**config.mk**
```make
export PLATFORM = sky130hd
export DESIGN_NAME = lfsg_div
export DESIGN_NICKNAME = d
export VERILOG_FILES = /design/src/hdl/lfsg_pkg.sv /design/src/hdl/lfsg_div.sv
export SDC_FILE = /design/constraint.sdc
export NUM_CORES = 2
export LEC_CHECK = 0
export BUFFER_PORTS_ARGS = -buffer_cell sky130_fd_sc_hd__buf_2
export CORE_MARGIN = 8
export CORE_UTILIZATION = 60
export CTS_BUF_LIST = sky130_fd_sc_hd__clkbuf_8
export CTS_CLUSTER_SIZE = 20
export DETAILED_ROUTE_END_ITERATION = 8
export GPL_TIMING_DRIVEN = 0
export PLACE_DENSITY = 0.76
export SYNTH_ARGS = -nofsm -noshare
export SYNTH_HDL_FRONTEND = slang
export SYNTH_SLANG_ARGS = --single-unit
```
**constraint.sdc**
```tcl
create_clock -name clk -period 4.75 [get_ports clk]
set_clock_uncertainty 0.1 [all_clocks]
set_input_delay 0.95 -clock clk [delete_from_list [all_inputs] [get_ports clk]]
set_output_delay 0.95 -clock clk [all_outputs]
set_load 0.02 [all_outputs]
```
**src/hdl/lfsg_pkg.sv**
```systemverilog
// Shared constants, register indexes and saturation helper for the steering gain block.
package lfsg_pkg;

  // Quotient bits resolved by each divider
  localparam int DIV_QB = 32;

  // Q16.16 constants, but W0_NUM_Q is in Q32.32
  localparam logic signed [49:0] KSI_Q      = 50'sd92682;
  localparam logic signed [34:0] HALF_PI_Q  = 35'sd102944;
  localparam logic signed [31:0] ADJ_DIST_Q = 32'sd32768000;  // 500 mm in Q16.16
  localparam logic signed [34:0] W0_NUM_Q   = 35'sd12884901888; // 3.0 in Q32.32

  // Configuration register indexes
  localparam logic [1:0] REG_WHEEL_BASE = 2'd0;
  localparam logic [1:0] REG_SENSOR_AHD = 2'd1;
  localparam logic [1:0] REG_MIN_SPEED  = 2'd2;

  // Reset values
  localparam logic [11:0] WHEEL_BASE_RST = 12'd200;
  localparam logic [11:0] SENSOR_AHD_RST = 12'd100;
  localparam logic [9:0]  MIN_SPEED_RST  = 10'd5;

  localparam logic signed [31:0] Q_MAX = 32'sh7fffffff;
  localparam logic signed [31:0] Q_MIN = 32'sh80000000;

  // Clamp to the signed 32-bit range
  function automatic logic signed [31:0] sat32(input logic signed [63:0] x);
    logic signed [31:0] r;
    if (x > 64'sd2147483647) begin
      r = Q_MAX;
    end else if (x < -64'sd2147483648) begin
      r = Q_MIN;
    end else begin
      r = x[31:0];
    end
    return r;
  endfunction

endpackage

```
**src/hdl/lfsg_div.sv**
```systemverilog
// Pipelined signed divider, one quotient bit per stage, saturating to 32 bits.
module lfsg_div import lfsg_pkg::*; #(
  parameter int NW = 32,
  parameter int DW = 15,
  parameter int SW = 1
) (
  input  logic                 clk,
  input  logic                 rst_n,
  input  logic                 in_vld,
  input  logic signed [NW-1:0] in_num,
  input  logic signed [DW-1:0] in_den,
  input  logic [SW-1:0]        in_sb,
  output logic                 out_vld,
  output logic signed [31:0]   out_quo,
  output logic [SW-1:0]        out_sb
);

  localparam int NE = (NW > DIV_QB) ? NW : DIV_QB + 1;
  localparam int HW = NE - DIV_QB;
  localparam int MW = (HW > DW) ? HW : DW;

  typedef struct packed {
    logic nneg;
    logic qneg;
    logic nz;
    logic dz;
    logic ovf;
  } dflg_t;

  // Stage 0: magnitudes and signs
  logic [NW-1:0] num_u, an;
  logic [DW-1:0] den_u, ad;
  assign num_u = in_num;
  assign den_u = in_den;
  assign an = num_u[NW-1] ? (~num_u + 1'b1) : num_u;
  assign ad = den_u[DW-1] ? (~den_u + 1'b1) : den_u;

  logic          vld0_r;
  logic [NE-1:0] an0_r;
  logic [DW-1:0] ad0_r;
  dflg_t         flg0_r;
  logic [SW-1:0] sb0_r;

  always_ff @(posedge clk) begin
    if (!rst_n) begin
      vld0_r <= 1'b0;
    end else begin
      vld0_r <= in_vld;
    end
  end

  always_ff @(posedge clk) begin
    an0_r       <= NE'(an);
    ad0_r       <= ad;
    flg0_r.nneg <= in_num[NW-1];
    flg0_r.qneg <= in_num[NW-1] ^ in_den[DW-1];
    flg0_r.nz   <= (in_num == '0);
    flg0_r.dz   <= (in_den == '0);
    flg0_r.ovf  <= 1'b0;
    sb0_r       <= in_sb;
  end

  // Stage 1: overflow check and initial remainder
  logic [HW-1:0] hi;
  logic [MW-1:0] hix;
  assign hi  = an0_r[NE-1:DIV_QB];
  assign hix = MW'(hi);

  logic              vld_r [0:DIV_QB];
  logic [DW-1:0]     rem_r [0:DIV_QB];
  logic [DIV_QB-1:0] lo_r  [0:DIV_QB];
  logic [DIV_QB-1:0] q_r   [0:DIV_QB];
  logic [DW-1:0]     ad_r  [0:DIV_QB];
  dflg_t             flg_r [0:DIV_QB];
  logic [SW-1:0]     sb_r  [0:DIV_QB];

  always_ff @(posedge clk) begin
    if (!rst_n) begin
      vld_r[0] <= 1'b0;
    end else begin
      vld_r[0] <= vld0_r;
    end
  end

  always_ff @(posedge clk) begin
    rem_r[0]      <= hix[DW-1:0];
    lo_r[0]       <= an0_r[DIV_QB-1:0];
    q_r[0]        <= '0;
    ad_r[0]       <= ad0_r;
    flg_r[0].nneg <= flg0_r.nneg;
    flg_r[0].qneg <= flg0_r.qneg;
    flg_r[0].nz   <= flg0_r.nz;
    flg_r[0].dz   <= flg0_r.dz;
    flg_r[0].ovf  <= (hix >= MW'(ad0_r));
    sb_r[0]       <= sb0_r;
  end

  // Restoring division, one bit a stage
  for (genvar k = 0; k < DIV_QB; k++) begin : g_bit
    logic [DW:0] trial, dif;
    logic        ge;
    assign trial = {rem_r[k], lo_r[k][DIV_QB-1]};
    assign dif   = trial - {1'b0, ad_r[k]};
    assign ge    = (trial >= {1'b0, ad_r[k]});

    always_ff @(posedge clk) begin
      if (!rst_n) begin
        vld_r[k+1] <= 1'b0;
      end else begin
        vld_r[k+1] <= vld_r[k];
      end
    end

    always_ff @(posedge clk) begin
      rem_r[k+1] <= ge ? dif[DW-1:0] : trial[DW-1:0];
      lo_r[k+1]  <= {lo_r[k][DIV_QB-2:0], 1'b0};
      q_r[k+1]   <= {q_r[k][DIV_QB-2:0], ge};
      ad_r[k+1]  <= ad_r[k];
      flg_r[k+1] <= flg_r[k];
      sb_r[k+1]  <= sb_r[k];
    end
  end

  // Sign, zero divisor and saturation
  logic [DIV_QB-1:0] qm, qneg_v;
  logic signed [31:0] quo_nxt;
  dflg_t fl;
  assign qm     = q_r[DIV_QB];
  assign qneg_v = ~qm + 1'b1;
  assign fl     = flg_r[DIV_QB];

  always_comb begin
    if (fl.dz) begin
      quo_nxt = fl.nz ? '0 : (fl.nneg ? Q_MIN : Q_MAX);
    end else if (fl.ovf) begin
      quo_nxt = fl.qneg ? Q_MIN : Q_MAX;
    end else if (fl.qneg) begin
      quo_nxt = (qm > 32'h80000000) ? Q_MIN : qneg_v;
    end else begin
      quo_nxt = qm[31] ? Q_MAX : qm;
    end
  end

  logic               out_vld_r;
  logic signed [31:0] out_quo_r;
  logic [SW-1:0]      out_sb_r;

  always_ff @(posedge clk) begin
    if (!rst_n) begin
      out_vld_r <= 1'b0;
    end else begin
      out_vld_r <= vld_r[DIV_QB];
    end
  end

  always_ff @(posedge clk) begin
    out_quo_r <= quo_nxt;
    out_sb_r  <= sb_r[DIV_QB];
  end

  assign out_vld = out_vld_r;
  assign out_quo = out_quo_r;
  assign out_sb  = out_sb_r;

endmodule

```
Word-level counts from Yosys, hierarchy flattened --
Memories as Yosys holds them, arrays and structs flattened. A register that Yosys moved wholly into a read port is not among the register bits. Index checks and enable logic that the tools add are counted.
Cells by class: add/sub/neg operators 35, multipliers 0, divide/modulo/power cells 0, $lt $le $gt $ge 34, equality and inequality tests 0, shifts and indexed selects 0, muxes and demuxes 77, bitwise operators 37, reductions and logical operators 3
Operators with widths (count):
- $ge A16 B15 Y1 | 32
- $mux W15 | 32
- $sub A15 B15 Y15 | 32
- $mux W32 | 7
- $add A32 B1 Y32 const B | 2
- $not A32 Y32 | 2
- $mux W31 | 2
- $mux W1 | 35
- $or A1 B1 Y1 | 33
- $gt A32 B32 Y1 const B | 1
- $logic_not A32 Y1 | 1
- $add A15 B1 Y15 const B | 1
- $ge A1 B15 Y1 const A | 1
- $logic_not A15 Y1 | 1
- $not A15 Y15 | 1
- $mux W14 | 1
- $logic_not A1 Y1 | 1
- $xor A1 B1 Y1 | 1
Word-level totals: bits in registers 85, bits in latches 0, RAM bits 3333, bits in read-only memories 0, output and inout port bits 34, memories kept 7
Memories:
- lo_r | words 33, bits a word 32, rd ports 32, clocked after Yosys merged registers in 0, wr ports 33, line lfsg_div.sv:71 | logic [DIV_QB-1:0] lo_r [0:DIV_QB];
- q_r | words 33, bits a word 32, rd ports 33, clocked after Yosys merged registers in 0, wr ports 33, line lfsg_div.sv:72 | logic [DIV_QB-1:0] q_r [0:DIV_QB];
- ad_r | words 33, bits a word 15, rd ports 32, clocked after Yosys merged registers in 0, wr ports 33, line lfsg_div.sv:73 | logic [DW-1:0] ad_r [0:DIV_QB];
- rem_r | words 33, bits a word 15, rd ports 32, clocked after Yosys merged registers in 0, wr ports 33, line lfsg_div.sv:70 | logic [DW-1:0] rem_r [0:DIV_QB];
- flg_r | words 33, bits a word 5, rd ports 33, clocked after Yosys merged registers in 0, wr ports 33, line lfsg_div.sv:74 | dflg_t flg_r [0:DIV_QB];
- sb_r | words 33, bits a word 1, rd ports 33, clocked after Yosys merged registers in 1, wr ports 33, line lfsg_div.sv:75 | logic [SW-1:0] sb_r [0:DIV_QB];
- 1 more memories

Longest topological paths before layout --
An unclocked memory read counts as a cell.
depth in word-level cells 7, gate-level depth with buffers 14

Least setup slack after synthesis --
Ideal clock, no wire load.
path type register to register, start memory lo_r[8][31], in the netlist lo_r[0][287], end memory rem_r[9][7], in the netlist rem_r[0][142], setup time 0.121 ns, arrival time 2.888 ns, setup slack 1.641 ns, stages on the path, launching flop included 14, path buffers 1, period minus slack after synthesis 3.109 ns, cell sequence dfxtp_1 > inv_1 > ha_1 > fa_1 > nor2b_4 > o31a_1 > o311ai_4 > a31oi_1 > or3_1 > o21ai_2 > a21oi_2 > a2111oi_4 > buf_6 > mux2_4
RTL lines (line):
- start: declaration | lfsg_div.sv:71
- end: declaration | lfsg_div.sv:70

==> results.json <==
{
  "status": "finished clean",
  "cp_slowest_cell": "clkbuf_1",
  "p_per_area_mw_per_mm2": 701,
  "grt_use_met2_pct": 31.9,
  "synth_flop_cell": "dfxtp_1",
  "synth.area.top_cells": "dfxtp_1 61%, ha_1 7.8%, mux2_2 3.2%, inv_1 3.0%, xnor2_1 2.4%",
  "worst-path-buf-inv": 4,
  "async_flop_share_pct": 0,
  "cts-root-buf": "clkbuf_8",
  "final_antenna_net_count": 0,
  "cp-end-kind": "register",
  "synth_common_cells": "2,319 x dfxtp_1, 610 x inv_1, 470 x ha_1",
  "hp-class": "input port to register",
  "post_cts_resized": 0,
  "seq_power_share_pct": 42.6,
  "first_global_vias": 45800,
  "grt_overflow": 0,
  "path_class": "register to register",
  "pin_count": 85,
  "hold_violations": 0,
  "slowest_delay_ps": 610,
  "tightest_slew_ps": 947,
  "cts.sinks": 2319,
  "h-tree-depth": 5,
  "total_power_mw": 59.8,
  "internal_power_mw": 41.1,
  "drc": 0,
  "drive_gt1_share_pct": 11.8,
  "place_congestion": 0.875,
  "drt_iter0_markers": 2472,
  "synth_warnings": 0,
  "clkPwrFrac_pct": 26.4,
  "power_switching_mw": 18.7,
  "leakagePower_nw": 38.4,
  "vias": 46200,
  "place_inst": 8377,
  "fin_util_pct": 68.0,
  "max_slew_margin_pct": 36.3,
  "max_freq_ghz": 0.250,
  "ir_drop_uv": 448,
  "final_cells": 8983,
  "drtPass1Iterations": 6,
  "area_growth_pct": 12.7,
  "grt_pass1_wl_mm": 218,
  "synth_nets": 7194,
  "hpwl_mm": 97.8,
  "path_max_fanout": 10,
  "setup_violations": 0,
  "synth_edf_count": 0,
  "final_nets": 7640,
  "register_area_mm2": 0.0464,
  "synth_top_area_cell": "dfxtp_1",
  "max_cap_viol_count": 0,
  "synth_seq_cells": 2319,
  "cp_top_family": "buffers and inverters",
  "synthCells": 6643,
  "fillers": 9098,
  "cp_cell_sequence": "inv_1 > ha_1 > fa_1 > nor2b_1 > o31a_1 > o31ai_1 > a21oi_1 > nand2b_1 > nand2_1 > o21a_1 > clkbuf_1 > clkbuf_1 > inv_1 > a22o_1",
  "sw_frac_of_total_pct": 31.3,
  "cp-start-kind": "register",
  "cts_setup_buffers": 0,
  "antenna_found_initial": 3,
  "fp.dieH_um": 371,
  "p_comb_share_pct": 31.0,
  "cts.path.max_buffers": 4,
  "setup_tns_ps": 0,
  "top_usage_layer": "met2",
  "cts_tree": "done",
  "cts_buffers": 348,
  "rows": 130,
  "die-area_mm2": 0.138,
  "clk_pin_slew_ps": 70,
  "fin_crit_sh_pct": 84.2,
  "wl_per_cell_um": 15.0,
  "core_mm2": 0.125,
  "initial_core_util_pct": 60.4,
  "die_w_um": 371,
  "period_minus_slack_ps": 4000,
  "grt_max_degree": 17,
  "cp.arrival_ps": 4760,
  "grt_usage_pct": 19.1,
  "synth_top_area_share_pct": 61.3,
  "port_buffers": 84,
  "avgSynthCellArea_um2": 11.4,
  "worstPathRequired_ps": 5510,
  "ys_seq_area_share_pct": 61.3,
  "routed_wl_mm": 134,
  "rsz0062_at_grt": "no",
  "synth.most_common_cell": "dfxtp_1",
  "synth_cell_types": 80,
  "insertion_delay_ps": 980,
  "met3_usage_pct": 3.84,
  "gr-usage-met1_pct": 23.4,
  "multi_input_area_mm2": 0.0266,
  "via_per_inst": 5.14,
  "finalMaxSlewViolations": 0,
  "syn_area_mm2": 0.0757
}
-- timing repair --
action,CTS,global route
hold buffers,12,0
setup endpoints to repair,0,0
hold endpoints to repair,12,0
-- cells by family (layout without fill, tap and decap cells) --
group           after synthesis  in the layout  synth area share [%]
simple gates               1253           1253                  8.11
xor+xnor                    352            352                  4.07
mux                         285            285                  4.19
flops                      2319           2319                  61.3
other cells                   0              2                     0
compound gates             1234           1234                  10.2
fa+ha+maj                   500            500                  8.56
buf+inv                     700           1388                  3.52
-- registers in the layout (all words and copies together) (netlist names) --
name / count
q_r: 528
sb_r: 33
flg0_r: 4
vld0_r: 1
flg_r: 165
out_vld: 1
ad0_r: 15
an0_r: 32
ad_r: 480
lo_r: 528
sb0_r: 1
vld_r: 33
rem_r: 465
out_sb: 1
out_quo: 32
-- path summary, 6_finish.rpt --
kind | startpoint | to | slack, ps | cells after the start
worst max-delay path | lo_r[0][991]$_DFF_P_ | rem_r[0][477]$_DFF_P_ | 750 | 14
worst min-delay path | in_num[30] | an0_r[31]$_SDFF_PN0_ | 110 | 2
worst max register to register | lo_r[0][991]$_DFF_P_ | rem_r[0][477]$_DFF_P_ | 750 | 14
worst min register to register | flg_r[0][118]$_DFF_P_ | flg_r[0][123]$_DFF_P_ | 170 | 0
-- cell type report --
| class | instances | share of cell area [%] |
|---|---|---|
| inverters | 610 | 2.68 |
| repair buffers | 96 | 0.634 |
| diodes | 2 | 0.00587 |
| well taps | 1650 | 2.42 |
| plain buffers | 90 | 0.439 |
| flip-flops and latches | 2319 | 54.4 |
| multi-input cells | 3624 | 31.2 |
| clock inverters | 165 | 1.29 |
| clock buffers | 427 | 6.89 |
-- through the flow --
stage	worst slack, ps	hold slack (ps)	area, um^2
6_report	749	114	85300
5_1_grt	631	48.9	85300
4_1_cts	782	1.37	85300
3_5_place_dp	795	212	78200
3_3_place_gp	845	210	78200
2_1_floorplan	1640	210	75700
-- metal layers --
metal	wire, um	part of all wire [%]	up-vias
li1	-	-	23400
met5	0	0	-
met3	6370	4.7	428
met4	5970	4.4	0
met2	61800	46	1063
met1	60100	45	21200
-- layout by cell type, fill, tap and decap left out, types with 211 or more instances in the layout --
| master | n |
|---|---|
| nor2_1 | 331 |
| dfxtp_1 | 2319 |
| clkbuf_8 | 427 |
| a21oi_1 | 365 |
| nand2_1 | 317 |
| inv_1 | 705 |
| xnor2_1 | 211 |
| o21ai_0 | 328 |
| mux2_2 | 218 |
| ha_1 | 470 |
-- power groups by stage --
| stage | Clock [mW] | Combinational [mW] | Sequential (mW) |
|---|---|---|---|
| finish | 15.8 | 18.5 | 25.5 |
| global route | 17.2 | 20.6 | 25.9 |
| CTS | 16.3 | 18.5 | 25.5 |
| detailed placement | 0 | 18.3 | 25.9 |
| global placement | 0 | 17.8 | 25.8 |
| floorplan | 0 | 14.6 | 25.2 |
Note: power is estimated with default switching activity, not from simulation.
